$ cat src/sv/poah_pkg.sv
// Shared types, constants and helpers for the page offset access histogram.
package poah_pkg;

  localparam int BIN_BITS    = 8;
  localparam int LINE_SHIFT  = 4;
  localparam int COUNT_WIDTH = 32;
  localparam int NUM_BINS    = 1 << BIN_BITS;

  localparam int FUNC_WIDTH    = 3;
  localparam int ADDR_WIDTH    = 48;
  localparam int BIN_FIELD_W   = 8;
  localparam int COUNT_FIELD_W = 32;

  localparam int CMD_Q_DEPTH = 2;
  localparam int CMD_Q_PTR_W = $clog2(CMD_Q_DEPTH);
  localparam int CMD_Q_CNT_W = $clog2(CMD_Q_DEPTH + 1);

  localparam int OUT_Q_DEPTH = 2;
  localparam int OUT_Q_PTR_W = $clog2(OUT_Q_DEPTH);
  localparam int OUT_Q_CNT_W = $clog2(OUT_Q_DEPTH + 1);

  typedef enum logic [FUNC_WIDTH-1:0] {
    FN_FETCH  = 3'd0,
    FN_LOAD   = 3'd1,
    FN_STORE  = 3'd2,
    FN_MODIFY = 3'd3,
    FN_READ   = 3'd4
  } func_t;

  typedef logic [BIN_BITS-1:0]      bin_idx_t;
  typedef logic [COUNT_WIDTH-1:0]   count_t;
  typedef logic [BIN_FIELD_W-1:0]   bin_field_t;
  typedef logic [COUNT_FIELD_W-1:0] count_field_t;

  typedef logic [CMD_Q_PTR_W-1:0] cmd_ptr_t;
  typedef logic [CMD_Q_CNT_W-1:0] cmd_cnt_t;
  typedef logic [OUT_Q_PTR_W-1:0] out_ptr_t;
  typedef logic [OUT_Q_CNT_W-1:0] out_cnt_t;
  typedef logic [OUT_Q_CNT_W:0]   out_pend_t;

  localparam count_t COUNT_MAX = '1;

  typedef struct packed {
    logic [FUNC_WIDTH-1:0] func;
    logic [ADDR_WIDTH-1:0] address;
    bin_field_t            bin_index;
  } in_req_t;

  typedef struct packed {
    bin_field_t   bin;
    count_field_t all_count;
    count_field_t data_count;
    count_field_t code_count;
  } out_res_t;

  // Classified request handed from the front end to the back end.
  typedef struct packed {
    bin_idx_t sel;
    logic     upd;
    logic     fetch;
    logic     modify;
  } cmd_t;

  typedef struct packed {
    count_t all_cnt;
    count_t data_cnt;
    count_t code_cnt;
  } counts_t;

  function automatic count_t sat_add(count_t v, logic [1:0] inc);
    logic [COUNT_WIDTH:0] sum;
    sum = {1'b0, v} + {{(COUNT_WIDTH-1){1'b0}}, inc};
    return sum[COUNT_WIDTH] ? COUNT_MAX : sum[COUNT_WIDTH-1:0];
  endfunction

endpackage

$ cat src/sv/poah_front.sv
// Front end: accepts requests, decodes them into commands and queues them.
module poah_front (
  input  logic              clk,
  input  logic              rst_n,
  input  logic              in_valid,
  output logic              in_ready,
  input  poah_pkg::in_req_t in_req,
  output logic              cmd_valid,
  output poah_pkg::cmd_t    cmd,
  input  logic              cmd_pop
);

  poah_pkg::cmd_t     cmd_in;
  poah_pkg::cmd_t     q_r [poah_pkg::CMD_Q_DEPTH];
  poah_pkg::cmd_ptr_t wr_ptr_r, wr_ptr_nxt;
  poah_pkg::cmd_ptr_t rd_ptr_r, rd_ptr_nxt;
  poah_pkg::cmd_cnt_t cnt_r, cnt_nxt;
  logic               push;

  always_comb begin
    cmd_in     = '0;
    cmd_in.sel = in_req.address[poah_pkg::LINE_SHIFT +: poah_pkg::BIN_BITS];
    unique case (in_req.func) inside
      poah_pkg::FN_FETCH: begin
        cmd_in.upd   = 1'b1;
        cmd_in.fetch = 1'b1;
      end
      poah_pkg::FN_LOAD, poah_pkg::FN_STORE: begin
        cmd_in.upd = 1'b1;
      end
      poah_pkg::FN_MODIFY: begin
        cmd_in.upd    = 1'b1;
        cmd_in.modify = 1'b1;
      end
      default: begin
        // Reads and unused codes only look up the requested bin.
        cmd_in.sel = poah_pkg::bin_idx_t'(in_req.bin_index);
      end
    endcase
  end

  assign in_ready  = (cnt_r != poah_pkg::cmd_cnt_t'(poah_pkg::CMD_Q_DEPTH));
  assign push      = in_valid && in_ready;
  assign cmd_valid = (cnt_r != '0);
  assign cmd       = q_r[rd_ptr_r];

  always_comb begin
    wr_ptr_nxt = wr_ptr_r;
    rd_ptr_nxt = rd_ptr_r;
    if (push) begin
      wr_ptr_nxt = (wr_ptr_r == poah_pkg::cmd_ptr_t'(poah_pkg::CMD_Q_DEPTH - 1)) ?
                   '0 : wr_ptr_r + 1'b1;
    end
    if (cmd_pop) begin
      rd_ptr_nxt = (rd_ptr_r == poah_pkg::cmd_ptr_t'(poah_pkg::CMD_Q_DEPTH - 1)) ?
                   '0 : rd_ptr_r + 1'b1;
    end
    cnt_nxt = cnt_r + poah_pkg::cmd_cnt_t'(push) - poah_pkg::cmd_cnt_t'(cmd_pop);
  end

  always_ff @(posedge clk) begin
    if (!rst_n) begin
      wr_ptr_r <= '0;
      rd_ptr_r <= '0;
      cnt_r    <= '0;
    end else begin
      wr_ptr_r <= wr_ptr_nxt;
      rd_ptr_r <= rd_ptr_nxt;
      cnt_r    <= cnt_nxt;
    end
  end

  always_ff @(posedge clk) begin
    if (push) begin
      q_r[wr_ptr_r] <= cmd_in;
    end
  end

endmodule

$ cat config.mk
export PLATFORM = sky130hd
export DESIGN_NAME = poah_front
export DESIGN_NICKNAME = d
export VERILOG_FILES = /design/src/sv/poah_pkg.sv /design/src/sv/poah_front.sv
export SDC_FILE = /design/constraint.sdc
export NUM_CORES = 1
export LEC_CHECK = 0
export BUFFER_PORTS_ARGS = -buffer_cell sky130_fd_sc_hd__buf_2
export CAP_MARGIN = 20
export CORE_ASPECT_RATIO = 1.5
export CORE_MARGIN = 5
export CORE_UTILIZATION = 34
export DETAILED_ROUTE_END_ITERATION = 8
export PLACE_DENSITY = 0.67
export SKIP_LAST_GASP = 1
export SLEW_MARGIN = 40
export SYNTH_ARGS = -nofsm -noshare
export SYNTH_HDL_FRONTEND = slang
export SYNTH_SLANG_ARGS = --single-unit
$ cat constraint.sdc
create_clock -name clk -period 3.65 [get_ports clk]
set_input_delay 0.1825 -clock clk [delete_from_list [all_inputs] [get_ports clk]]
set_output_delay 0.1825 -clock clk [all_outputs]
set_load 0.02 [all_outputs]
Word level (Yosys, flattened, before mapping) --
Memories as Yosys holds them, arrays and structs flattened. A register that Yosys moved wholly into a read port is not among the register bits. Cells that the tools add are included.
Storage, ports and cells: bits in registers 4, memory bits (writable) 22, bits of input ports 63, output and inout port bits 13, word-level logic and storage cells 26, memories kept 1
Cells by class: add/subtract/negate cells 4, equal/unequal tests 4, muxes and demuxes 10, reduce and logical (&&, ||, !) cells 4
Memories:
- q_r | depth 2, bits a word 11, rd ports 1, clocked after Yosys merged registers in 1, write ports 1, RTL line poah_front.sv:14 | poah_pkg::cmd_t q_r [poah_pkg::CMD_Q_DEPTH];
Operators by type and width (number):
- 1-bit 2-to-1 mux | 9
- 8-bit 2-to-1 mux | 1
- 3-bit by 2-bit equality test with 1-bit output, second input constant | 2
- 4-bit OR reduction | 1
- 3-bit by 1-bit equality test with 1-bit output, second input constant | 1
- 3-bit logical NOT | 1
- 1-bit adder, second input constant | 2
- 2-bit by 1-bit adder with 2-bit output | 1
- 2-bit != test, second input constant | 1
- 2-bit nonzero test | 1
- 2-bit by 1-bit subtractor with 2-bit output | 1
- 1-bit logical AND | 1

Longest topological paths before layout --
depth after elaboration 4, gate-level depth with buffers 7, gate-level depth less buffers 7

Least setup slack after synthesis --
OpenSTA, ideal clock, no wires.
path kind reg2reg, from reg cnt_r[0], to reg cnt_r[1], library setup time 0.120 ns, arrival 1.458 ns, data required time 3.530 ns, slack 2.072 ns, cell stages (with the launch flop) 8, buffers on the path 0, clock period less this slack 1.578 ns, cells stage by stage dfxtp_1 > nand2b_1 > nand2_1 > xnor2_1 > ha_1 > nand3b_1 > mux2i_1 > a211o_1
On the way: cells in the longest elaborated chain, start to end 4
RTL lines:
- start, declared | RTL line poah_front.sv:17 | poah_pkg::cmd_cnt_t cnt_r, cnt_nxt;
- start signal, assigned | RTL line poah_front.sv:69 | cnt_r <= cnt_nxt;
- 2-bit != test | RTL line poah_front.sv:42 | assign in_ready = (cnt_r != poah_pkg::cmd_cnt_t'(poah_pkg::CMD_Q_DEPTH));
- via in_ready | RTL line poah_front.sv:6 | output logic in_ready,
- 1-bit logical AND | RTL line poah_front.sv:43 | assign push = in_valid && in_ready;
- 2-bit by 1-bit adder with 2-bit output | RTL line poah_front.sv:58 | cnt_nxt = cnt_r + poah_pkg::cmd_cnt_t'(push) - poah_pkg::cmd_cnt_t'(cmd_pop);
- 2-bit by 1-bit subtractor with 2-bit output | RTL line poah_front.sv:58
The timed path passes the listed nets, and every way through them passes these cells. A chain may end at the register's enable or synchronous reset.

==> metrics.md <==
| Metric | Value |
|---|---|
| Total GRT Usage | `8.57%` |
| Buffers plus inverters on the worst setup path | `1` |
| Clock Skew | `3.98 ps` |
| Worst-path clk slew | `80 ps` |
| Final Hold Vio Count | `0` |
| Initial core utilization | `34.8%` |
| Worst-margin pin slew | `535 ps` |
| TritonCTS Buffers | `3` |
| Setup slack at placement | `2080 ps` |
| Final setup viols | `0` |
| Crit Path Max Fanout | `11` |
| Overall power | `678 uW` |
| Final Util | `42.6%` |
| Worst stage delay on the critical path | `640 ps` |
| CTS hold repair buffers | `0` |
| Max frequency | `610 MHz` |
| Ant. Diodes | `0` |
| Die extent in y | `81.7 microns` |
| Post-synthesis sequential area ratio | `65.2%` |
| Most common cell after layout, fill and taps aside | `buf_2` |
| Status | `finished, final reports clean` |
| RePlAce Congestion | `0.696` |
| Setup crit end kind | `primary output` |
| I/O Buffers | `35` |
| Slew Limit Fails | `0` |
| Pin count of the biggest net entering global routing | `15` |
| Max-Cap Viols | `0` |
| Vias per cell | `4.63` |
| Synth warn | `0` |
| Vias | `708` |
| Placed cell count | `149` |
| Die area | `4720 sq um` |
| Post-CTS Repair Setup Buffers | `0` |
| Vias in the first global route | `736` |
| Area delta synth->final | `22.5%` |
| Cts repair resizes | `0` |
| HPWL after detailed placement | `1500 microns` |
| GRT overflow | `0` |
| CP Data Arrival Time | `1460 ps` |
| CP required | `3470 ps` |
| Syn Std Cell Area | `1170 sq um` |
| Drt wl/cell | `13.1 microns` |
| Num rows | `26` |
| Unrepaired setup endpoints after global routing | `no` |
| Fin crit share | `44.9%` |
| Sum of negative setup slack | `0 ps` |
| Ports | `76` |
| Critical path class | `reg2out` |
| DRC viols | `0` |
| Syn avg cell area | `15.8 sq um` |
| CP delay by family, top | `flip-flops` |
| Critical Path Source Type | `register` |
| CP max stage cell | `dfxtp_1` |
| Final worst slack | `2010 ps` |
| Hold crit path type | `in2reg` |
| CTS tree | `yes` |
| Non-Filler Instances | `153` |
| Total Routed Length | `2010 microns` |
| Hold_ws | `223 ps` |
| P per Cell Area | `475 nW/um^2` |
| Tmin final | `1640 ps` |
| Clock Root Buffer | `clkbuf_8` |
| Initial antenna violation count | `0` |
| Share of cells above drive strength 1 | `54.1%` |
| Remaining antenna violation count after routing | `0` |
| DRT iter0 DRCs | `31` |
| Clock Tree Buf Depth | `2` |
| Leak | `0.576 nW` |
| Cell Area, Placed | `1380 sq um` |
| Design Area, Final | `1430 sq um` |
| Chip Width | `57.8 microns` |
| First-pass GRT wire length | `3080 microns` |
| Cells after synthesis | `74` |
| Final nets | `176` |
| Yosys cell types | `23` |
| Slew headroom | `64.3%` |
| Most frequent cells in the layout | `buf_2 (35), edfxtp_1 (22), mux2_2 (19), dfxtp_1 (5)` |
| Peak VDD IR | `240 uV` |
| Drt first pass iters | `4` |
| Syn nets | `138` |
| Core area | `3350 sq um` |
| Clock Sinks | `27` |
| Worst-skew pair later-pin latency | `260 ps` |
| Number of H-tree levels | `1` |
| Flops & latches, synth | `27` |
| Worst path cell trace | `mux2_2 -> buf_2` |
==> power breakdown <==
part | leakage [nW] | switching, mW | internal [mW]
clock | 0.0228 | 0.0771 | 0.0777
sequential | 0.248 | 0.0156 | 0.368
combinational | 0.305 | 0.0763 | 0.0637
total | 0.576 | 0.169 | 0.509
==> synthesized netlist by cell type <==
cell,count,share of area (%)
a211o_1,1,0.75
a211oi_1,1,0.64
a21bo_2,1,0.86
a21boi_1,1,0.64
a21boi_2,1,0.97
and2_1,3,1.6
and3_1,2,1.1
buf_2,2,0.86
dfxtp_1,5,8.6
edfxtp_1,22,57
ha_1,1,1.1
inv_1,3,0.97
mux2_2,19,18
mux2i_1,1,0.86
nand2_1,2,0.64
nand2b_1,1,0.54
nand3_1,1,0.43
nand3b_1,2,1.3
nor3_1,1,0.43
nor4b_1,1,0.75
or2_2,1,0.54
xnor2_1,1,0.75
xor2_1,1,0.75
==> cell type report <==
class | count | area (sq um)
Clock buffer | 4 | 45.0
Multi-Input combinational cell | 42 | 384
Fill cell | 304 | 1920
Inverter | 3 | 11.3
Tap cell | 42 | 52.6
Timing Repair Buffer | 35 | 175
Sequential cell | 27 | 761
==> metal layers <==
layer / GRT usage [%] / share of wire, %
met1: 9.00 / 37
met2: 16.0 / 53
met3: 2.20 / 9.8
met4: 3.48 / 0.80
met5: 0 / 0
==> sequential cells by signal, indices dropped and copies added, names as in the netlist, named ones only <==
register / count
rd_ptr_r: 1
cnt_r: 2
q_r: 22
wr_ptr_r: 1
==> worst paths after layout <==
path | cells past startpoint | end | startpoint | slack, ps
min reg2reg | 2 | wr_ptr_r | wr_ptr_r | 570
max | 2 | cmd[4] | register | 2010
min | 2 | cnt_r[1] | rst_n | 220
max reg2reg | 7 | cnt_r[1] | cnt_r[0] | 2080
==> cells by family after synthesis <==
group | share of synthesized area, %
muxes | 19.2
and+or+nand+nor | 7.30
AOI/OAI and AO/OA | 3.86
DFF | 65.2
buffers and inverters | 1.82
adders and majority gates | 1.07
xor gates and xnor gates | 1.50
Power figures use the tool's default switching activity.
